==> config.mk <==
export PLATFORM = sky130hd
export DESIGN_NAME = i2c_master_register_transfer_sequencer
export DESIGN_NICKNAME = d
export VERILOG_FILES = /design/src/rtl/core/i2cseq_pkg.sv /design/src/rtl/core/i2c_master_register_transfer_sequencer.sv /design/src/rtl/core/i2cseq_in_reg.sv /design/src/rtl/core/i2cseq_core.sv /design/src/rtl/core/i2cseq_out_reg.sv
export SDC_FILE = /design/constraint.sdc
export NUM_CORES = 1
export LEC_CHECK = 0
export CAP_MARGIN = 20
export CORE_MARGIN = 4
export CORE_UTILIZATION = 58
export CTS_BUF_LIST = sky130_fd_sc_hd__clkbuf_4
export DETAILED_ROUTE_END_ITERATION = 10
export DONT_BUFFER_PORTS = 1
export PLACE_DENSITY = 0.86
export SYNTH_ARGS = -nofsm -noshare
export SYNTH_HDL_FRONTEND = slang
export SYNTH_SLANG_ARGS = --single-unit
==> constraint.sdc <==
create_clock -name clk -period 4.2 [get_ports clk]
set_clock_uncertainty 0.2 [all_clocks]
set_input_delay 0.42 -clock clk [delete_from_list [all_inputs] [get_ports clk]]
set_output_delay 0.42 -clock clk [all_outputs]
set_load 0.05 [all_outputs]
==> src/rtl/core/i2cseq_pkg.sv <==
`timescale 1ns / 1ps
// ----------------------------------------------------------------------------
// I2C transfer sequencer package
// Phase encoding, command and control codes, and the word types shared by
// the sequencer modules.
// ----------------------------------------------------------------------------
package i2cseq_pkg;

    typedef enum logic [11:0] {
        PH_IDLE     = 12'b0000_0000_0001,
        PH_SB_W     = 12'b0000_0000_0010,
        PH_ADDR_W   = 12'b0000_0000_0100,
        PH_WR_DATA  = 12'b0000_0000_1000,
        PH_RESTART  = 12'b0000_0001_0000,
        PH_SB_R     = 12'b0000_0010_0000,
        PH_ADDR_R   = 12'b0000_0100_0000,
        PH_RD_BULK  = 12'b0000_1000_0000,
        PH_RD_LAST3 = 12'b0001_0000_0000,
        PH_RD_FINAL = 12'b0010_0000_0000,
        PH_RD_TWO   = 12'b0100_0000_0000,
        PH_RD_ONE   = 12'b1000_0000_0000
    } phase_t;

    localparam logic [1:0] OP_START_WR = 2'd0;
    localparam logic [1:0] OP_START_RD = 2'd1;
    localparam logic [1:0] OP_EVENT    = 2'd2;

    localparam logic [1:0] CTL_NONE = 2'd0;
    localparam logic [1:0] CTL_ON   = 2'd1;
    localparam logic [1:0] CTL_OFF  = 2'd2;

    localparam int EV_SB   = 0;
    localparam int EV_ADDR = 1;
    localparam int EV_RXNE = 2;
    localparam int EV_BTF  = 3;
    localparam int EV_TXE  = 4;

    typedef struct packed {
        logic [1:0] opcode;
        logic [6:0] slave_addr;
        logic [7:0] target_register;
        logic [7:0] transfer_length;
        logic [7:0] tx_byte;
        logic [4:0] event_flags;
        logic [7:0] rx_first;
        logic [7:0] rx_second;
    } cmd_t;

    typedef struct packed {
        logic       dr_write_valid;
        logic [7:0] dr_write_value;
        logic       start_request;
        logic       stop_request;
        logic [1:0] ack_control;
        logic [1:0] pos_set;
        logic [1:0] buffer_irq_control;
        logic [1:0] store_count;
        logic [7:0] store_first;
        logic [7:0] store_second;
        logic       tx_consumed;
        logic       idle;
    } rsp_t;

endpackage

==> src/rtl/core/i2c_master_register_transfer_sequencer.sv <==
`timescale 1ns / 1ps
// ----------------------------------------------------------------------------
// I2C master register transfer sequencer
// Steps an I2C master register read or write through start commands and
// peripheral events, one result word per command word.
// ----------------------------------------------------------------------------
// Each command word accepted on the cmd channel yields exactly one result word
// on the rsp channel, in order. The block takes one word per clock cycle while
// rsp_ready holds no result back; a command passes the input register, and
// the combinational sequencer step turns it into a result word that it loads
// into the output register once that register is free.
// Back-pressure on rsp_ready holds the output register, and the input
// register then fills and drops cmd_ready until space frees up.
module i2c_master_register_transfer_sequencer import i2cseq_pkg::*;
(
    input  logic       clk,
    input  logic       rst_n,

    input  logic       cmd_valid,
    output logic       cmd_ready,
    input  logic [1:0] opcode,
    input  logic [6:0] slave_addr,
    input  logic [7:0] target_register,
    input  logic [7:0] transfer_length,
    input  logic [7:0] tx_byte,
    input  logic [4:0] event_flags,
    input  logic [7:0] rx_first,
    input  logic [7:0] rx_second,

    output logic       rsp_valid,
    input  logic       rsp_ready,
    output logic       dr_write_valid,
    output logic [7:0] dr_write_value,
    output logic       start_request,
    output logic       stop_request,
    output logic [1:0] ack_control,
    output logic [1:0] pos_set,
    output logic [1:0] buffer_irq_control,
    output logic [1:0] store_count,
    output logic [7:0] store_first,
    output logic [7:0] store_second,
    output logic       tx_consumed,
    output logic       idle
);

    cmd_t cmd_word;
    cmd_t held_cmd;
    logic held_valid;
    logic out_free;
    logic advance;
    rsp_t step_rsp;
    rsp_t out_rsp;

    assign cmd_word.opcode          = opcode;
    assign cmd_word.slave_addr      = slave_addr;
    assign cmd_word.target_register = target_register;
    assign cmd_word.transfer_length = transfer_length;
    assign cmd_word.tx_byte         = tx_byte;
    assign cmd_word.event_flags     = event_flags;
    assign cmd_word.rx_first        = rx_first;
    assign cmd_word.rx_second       = rx_second;

    assign advance = held_valid && out_free;

    i2cseq_in_reg u_in_reg (
        .clk        (clk),
        .rst_n      (rst_n),
        .cmd_valid  (cmd_valid),
        .cmd_ready  (cmd_ready),
        .cmd        (cmd_word),
        .advance    (advance),
        .held_valid (held_valid),
        .held_cmd   (held_cmd)
    );

    i2cseq_core u_core (
        .clk     (clk),
        .rst_n   (rst_n),
        .advance (advance),
        .cmd     (held_cmd),
        .rsp     (step_rsp)
    );

    i2cseq_out_reg u_out_reg (
        .clk       (clk),
        .rst_n     (rst_n),
        .load      (advance),
        .rsp_in    (step_rsp),
        .free      (out_free),
        .rsp_valid (rsp_valid),
        .rsp_ready (rsp_ready),
        .rsp_out   (out_rsp)
    );

    assign dr_write_valid     = out_rsp.dr_write_valid;
    assign dr_write_value     = out_rsp.dr_write_value;
    assign start_request      = out_rsp.start_request;
    assign stop_request       = out_rsp.stop_request;
    assign ack_control        = out_rsp.ack_control;
    assign pos_set            = out_rsp.pos_set;
    assign buffer_irq_control = out_rsp.buffer_irq_control;
    assign store_count        = out_rsp.store_count;
    assign store_first        = out_rsp.store_first;
    assign store_second       = out_rsp.store_second;
    assign tx_consumed        = out_rsp.tx_consumed;
    assign idle               = out_rsp.idle;

endmodule

==> src/rtl/core/i2cseq_in_reg.sv <==
`timescale 1ns / 1ps
// ----------------------------------------------------------------------------
// Command input register
// Holds one accepted command word until the sequencer core takes it.
// ----------------------------------------------------------------------------
module i2cseq_in_reg import i2cseq_pkg::*;
(
    input  logic clk,
    input  logic rst_n,
    input  logic cmd_valid,
    output logic cmd_ready,
    input  cmd_t cmd,
    input  logic advance,
    output logic held_valid,
    output cmd_t held_cmd
);

    logic valid_reg;
    logic valid_next;
    cmd_t cmd_reg;

    assign cmd_ready  = !valid_reg || advance;
    assign valid_next = (cmd_valid && cmd_ready) || (valid_reg && !advance);
    assign held_valid = valid_reg;
    assign held_cmd   = cmd_reg;

    always_ff @(posedge clk or negedge rst_n)
    begin
        if (!rst_n)
        begin
            valid_reg <= 1'b0;
        end
        else
        begin
            valid_reg <= valid_next;
        end
    end

    always_ff @(posedge clk)
    begin
        if (cmd_valid && cmd_ready)
        begin
            cmd_reg <= cmd;
        end
    end

endmodule

==> src/rtl/core/i2cseq_core.sv <==
`timescale 1ns / 1ps
// ----------------------------------------------------------------------------
// Sequencer core
// Transfer state and the combinational step that turns one command word into
// one result word.
// ----------------------------------------------------------------------------
module i2cseq_core import i2cseq_pkg::*;
(
    input  logic clk,
    input  logic rst_n,
    input  logic advance,
    input  cmd_t cmd,
    output rsp_t rsp
);

    phase_t     phase_reg, phase_next;
    logic [7:0] remaining_reg, remaining_next;
    logic [6:0] slave_reg, slave_next;
    logic [7:0] register_reg, register_next;
    logic       read_dir_reg, read_dir_next;

    always_comb
    begin
        phase_next     = phase_reg;
        remaining_next = remaining_reg;
        slave_next     = slave_reg;
        register_next  = register_reg;
        read_dir_next  = read_dir_reg;
        rsp            = '0;

        if (cmd.opcode == OP_START_WR || cmd.opcode == OP_START_RD)
        begin
            if (phase_reg == PH_IDLE &&
                !(cmd.opcode == OP_START_RD && cmd.transfer_length == 8'd0))
            begin
                slave_next        = cmd.slave_addr;
                register_next     = cmd.target_register;
                remaining_next    = cmd.transfer_length;
                read_dir_next     = cmd.opcode[0];
                rsp.start_request = 1'b1;
                if (cmd.opcode == OP_START_RD)
                begin
                    rsp.ack_control = CTL_ON;
                    rsp.pos_set     = CTL_OFF;
                end
                phase_next = PH_SB_W;
            end
        end
        else if (cmd.opcode == OP_EVENT)
        begin
            // Handlers run in a fixed order; each sees the phase left by the one before.
            if (cmd.event_flags[EV_SB])
            begin
                if (phase_next == PH_SB_W)
                begin
                    rsp.dr_write_valid = 1'b1;
                    rsp.dr_write_value = {slave_reg, 1'b0};
                    phase_next         = PH_ADDR_W;
                end
                else if (phase_next == PH_SB_R)
                begin
                    rsp.dr_write_valid = 1'b1;
                    rsp.dr_write_value = {slave_reg, 1'b1};
                    phase_next         = PH_ADDR_R;
                end
            end

            if (cmd.event_flags[EV_ADDR])
            begin
                if (phase_next == PH_ADDR_R)
                begin
                    if (remaining_next == 8'd1)
                    begin
                        rsp.ack_control        = CTL_OFF;
                        rsp.stop_request       = 1'b1;
                        rsp.buffer_irq_control = CTL_ON;
                        phase_next             = PH_RD_ONE;
                    end
                    else if (remaining_next == 8'd2)
                    begin
                        rsp.pos_set     = CTL_ON;
                        rsp.ack_control = CTL_OFF;
                        phase_next      = PH_RD_TWO;
                    end
                    else if (remaining_next == 8'd3)
                    begin
                        phase_next = PH_RD_LAST3;
                    end
                    else
                    begin
                        phase_next = PH_RD_BULK;
                    end
                end
                else if (phase_next == PH_ADDR_W)
                begin
                    rsp.dr_write_valid = 1'b1;
                    rsp.dr_write_value = register_reg;
                    phase_next         = read_dir_reg ? PH_RESTART : PH_WR_DATA;
                end
            end

            if (cmd.event_flags[EV_RXNE])
            begin
                if (phase_next == PH_RD_ONE || phase_next == PH_RD_FINAL)
                begin
                    rsp.store_count  = 2'd1;
                    rsp.store_first  = cmd.rx_first;
                    rsp.store_second = 8'd0;
                    phase_next       = PH_IDLE;
                end
                rsp.buffer_irq_control = CTL_OFF;
            end

            if (cmd.event_flags[EV_BTF])
            begin
                case (phase_next)
                    PH_RD_TWO:
                    begin
                        rsp.stop_request = 1'b1;
                        rsp.store_count  = 2'd2;
                        rsp.store_first  = cmd.rx_first;
                        rsp.store_second = cmd.rx_second;
                        phase_next       = PH_IDLE;
                    end
                    PH_RD_BULK:
                    begin
                        rsp.store_count  = 2'd1;
                        rsp.store_first  = cmd.rx_first;
                        rsp.store_second = 8'd0;
                        remaining_next   = remaining_next - 8'd1;
                        if (remaining_next <= 8'd3)
                        begin
                            phase_next = PH_RD_LAST3;
                        end
                    end
                    PH_RD_LAST3:
                    begin
                        rsp.ack_control        = CTL_OFF;
                        rsp.store_count        = 2'd2;
                        rsp.store_first        = cmd.rx_first;
                        rsp.store_second       = cmd.rx_second;
                        rsp.stop_request       = 1'b1;
                        rsp.buffer_irq_control = CTL_ON;
                        phase_next             = PH_RD_FINAL;
                    end
                    PH_WR_DATA:
                    begin
                        if (remaining_next != 8'd0 && cmd.event_flags[EV_TXE])
                        begin
                            rsp.dr_write_valid = 1'b1;
                            rsp.dr_write_value = cmd.tx_byte;
                            rsp.tx_consumed    = 1'b1;
                            remaining_next     = remaining_next - 8'd1;
                        end
                        else
                        begin
                            rsp.stop_request = 1'b1;
                            phase_next       = PH_IDLE;
                        end
                    end
                    PH_RESTART:
                    begin
                        rsp.start_request = 1'b1;
                        phase_next        = PH_SB_R;
                    end
                    default:
                    begin
                    end
                endcase
            end
        end

        rsp.idle = (phase_next == PH_IDLE);
    end

    always_ff @(posedge clk or negedge rst_n)
    begin
        if (!rst_n)
        begin
            phase_reg     <= PH_IDLE;
            remaining_reg <= 8'd0;
            slave_reg     <= 7'd0;
            register_reg  <= 8'd0;
            read_dir_reg  <= 1'b0;
        end
        else if (advance)
        begin
            phase_reg     <= phase_next;
            remaining_reg <= remaining_next;
            slave_reg     <= slave_next;
            register_reg  <= register_next;
            read_dir_reg  <= read_dir_next;
        end
    end

endmodule

==> src/rtl/core/i2cseq_out_reg.sv <==
`timescale 1ns / 1ps
// ----------------------------------------------------------------------------
// Result output register
// Holds one result word until the consumer takes it.
// ----------------------------------------------------------------------------
module i2cseq_out_reg import i2cseq_pkg::*;
(
    input  logic clk,
    input  logic rst_n,
    input  logic load,
    input  rsp_t rsp_in,
    output logic free,
    output logic rsp_valid,
    input  logic rsp_ready,
    output rsp_t rsp_out
);

    logic valid_reg;
    logic valid_next;
    rsp_t rsp_reg;

    // The register can take a new word when empty or when its word leaves now.
    assign free       = !valid_reg || rsp_ready;
    assign valid_next = load || (valid_reg && !rsp_ready);
    assign rsp_valid  = valid_reg;
    assign rsp_out    = rsp_reg;

    always_ff @(posedge clk or negedge rst_n)
    begin
        if (!rst_n)
        begin
            valid_reg <= 1'b0;
        end
        else
        begin
            valid_reg <= valid_next;
        end
    end

    always_ff @(posedge clk)
    begin
        if (load)
        begin
            rsp_reg <= rsp_in;
        end
    end

endmodule

==> summary.txt <==
MaxCap Viol Count = 0
Min Tclk post-route = 3.95 ns
# DRC = 0
Root Buffer = clkbuf_4
CTS tree = yes
Final hold violations = 0
H-Tree Depth = 4
Total track usage = 26.2%
CTS Buf Count = 17
Register area share after synthesis = 62.7%
First-pass GRT wire length = 22,600 microns
Pwr Density = 484 nW/um^2
Share of layout cells above drive strength 1 = 16.1%
LEAKAGE = 2.61 nW
Clock latency on the worst-skew pair = 0.57 ns
Num rows = 36
Max-slew headroom = 40.7%
CP arrival = 4.07 ns
Post-layout util = 70.3%
Critical Path Source Type = flop
DR vias = 4,302
Largest net degree at the start of global routing = 42
Via-to-Cell Ratio = 6.32
Critical Path RT = 4.32 ns
Synth top area share = 46.4%
Int Power = 2.13 mW
Post-synth ARST share = 29.7%
Final cycle utilization of the critical path = 94.0%
Max FFs per register = 54
Die width = 108 microns
Drt pass-1 iters = 5
NumNets Final = 596
DR WL/cell = 21.7 microns
Final setup fails = 0
Leading area contributor after synthesis = edfxtp_1
CP top delay family = simple AND/OR/NAND/NOR gates
Status = completed
Min setup slack post-route = 0.252 ns
Logic pwr share = 22.5%
Mean Syn Cell Area = 12.5 sq um
R2r endpoint = u_out_reg.rsp_out[15]
Clock-pin slew on the worst setup and hold paths = 0.14 ns
CP Cell Sequence = nor4b_1, a41oi_1, or4_2, o21ai_4, nor2_1, o2111a_1, o21ai_0, a21oi_1, and2_1
Worst R2R Path Depth = 9
Sw Ratio = 35.9%
WS Path Type = reg -> reg
Fin. max-slew vios = 0
Post-synth cell types = 76
Post-synth EDFFs = 90
Reg2reg setup slack = 0.25 ns
Die Y = 108 microns
Synth-to-layout area growth = 17.9%
Seq cells post-synth = 128
Crit path buffers/inverters = 0
Worst IR Drop VDD = 0.380 mV
YS warnings = 0
Switching power total = 1.19 mW
Cts repair resizes = 0
Starting Density = 59.6%
Initial antenna violation count = 0
Sinks on Clock Net = 128
Setup crit end kind = flop
RSZ-0062 raised after global routing = false
Vias in the first global route = 4,207
Top Ports = 97
Final wirelength = 14,800 microns
Fmax achieved = 253 MHz
Setup WS pre-CTS = 0.374 ns
Slowest CP cell = or4_2
Max FO, Critical Path = 11
Dominant cells by area after synthesis = edfxtp_1 (46%), dfrtp_1 (16%), mux2_2 (3.3%), a21oi_1 (2.4%), nand2_1 (2.4%)
Min-delay worst type = in -> async
Grt ovf = 0
Gpl congestion = 0.944
Antenna viol nets, final = 0
Slowest stage delay, CP = 0.85 ns
Syn Nets = 530
Cells after Synth = 467
CTS max path bufs = 2
Flop pwr share = 50.4%
Setup TNS = 0 ns
Top_reg_cell synth = edfxtp_1
# Post-CTS Setup Buffers = 0
R2R Path Start = u_core.phase_reg[3]
Clock network fraction of design power = 27.1%
DP Wirelength = 9450 microns
Worst-Margin Slew = 0.891 ns
CORE AREA = 9770 sq um
Port Buffer Count = 0
Die area = 11,700 sq um
Initial drt markers = 437
Post-Syn Area = 5830 sq um
## metrics by stage
step | hold slack (ns) | std cells | area, sq um | total power [mW]
floorplan | -0.0756 | 467 | 5830 | 2.18
global placement | -0.0742 | 589 | 5970 | 2.35
detailed placement | -0.0744 | 589 | 5970 | 2.37
CTS | 0.131 | 679 | 6870 | 3.30
global route | 0.100 | 679 | 6870 | 3.48
finish | 0.135 | 681 | 6870 | 3.32
## layout make-up
cell class,count,area (sq um)
sequential,128,3650
fill,678,2900
clock inverter,15,171
multi-input combinational,309,2040
tap,133,166
inverter,9,33.8
antenna,2,5.00
timing repair buffer,68,673
clock buffer,17,128
## power groups by stage
| stage | clock [mW] | combinational (mW) | sequential (mW) |
|---|---|---|---|
| CTS | 0.899 | 0.734 | 1.67 |
| floorplan | 0 | 0.535 | 1.64 |
| global placement | 0 | 0.660 | 1.69 |
| detailed placement | 0 | 0.675 | 1.70 |
| global route | 0.973 | 0.823 | 1.69 |
| finish | 0.899 | 0.749 | 1.68 |
## synthesized netlist by cell type (4+ instances only)
| library cell | n |
|---|---|
| nand2b_1 | 4 |
| nor3b_1 | 4 |
| o21ai_0 | 23 |
| nor2_1 | 37 |
| buf_2 | 6 |
| dfrtp_1 | 37 |
| a21o_1 | 6 |
| nand2_1 | 37 |
| o21ai_1 | 8 |
| nor4_1 | 7 |
| ha_1 | 5 |
| mux2_2 | 17 |
| and2_1 | 21 |
| clkbuf_1 | 11 |
| edfxtp_1 | 90 |
| nand3_1 | 12 |
| nand4_1 | 6 |
| o31ai_1 | 4 |
| a211oi_1 | 4 |
| nor3_1 | 13 |
| a21oi_1 | 28 |
| inv_1 | 8 |
## repair_timing
item	CTS	global route
endpoints found under the setup margin	0	0
hold endpoints to repair	94	0
hold buffers	58	0
## cell families after synthesis
kind of cell / share of synthesized area [%]
mux: 3.46
xor+xnor: 0.752
simple gates: 16.9
fa+ha+maj: 1.07
buf+inv: 2.38
flops: 62.7
compound gates: 12.7
## how the worst max path moves through the flow
| stage | start | endpoint | slack, ns | cells after the start |
|---|---|---|---|---|
| 2_1_floorplan | u_core.phase_reg[4] | u_out_reg.rsp_out[2] | 0.78 | 10 |
| 3_3_place_gp | u_core.phase_reg[3] | u_out_reg.rsp_out[16] | 0.41 | 9 |
| 3_5_place_dp | u_core.phase_reg[3] | u_out_reg.rsp_out[15] | 0.37 | 9 |
| 4_1_cts | u_core.phase_reg[3] | u_core.phase_reg[11] | 0.36 | 9 |
| 5_1_grt | u_core.phase_reg[3] | u_out_reg.rsp_out[15] | 0.14 | 9 |
| 6_report | u_core.phase_reg[3] | u_out_reg.rsp_out[15] | 0.25 | 9 |
## layer usage
metal	track usage, %	share of wire (%)
met2	43.2	51
met1	32.6	37
met3	6.51	8.1
met5	0	0
met4	12.4	3.9
## layout by cell type, fill, tap and decap left out, types with 12 or more instances in the layout
master / instances
edfxtp_1: 90
dlygate4sd3_1: 57
nand2_1: 37
nor2_1: 37
dfrtp_1: 37
a21oi_1: 28
o21ai_0: 23
and2_1: 20
mux2_2: 17
clkbuf_4: 17
nor3_1: 12
nand3_1: 12
No activity file was read; power rests on OpenSTA's default activity.
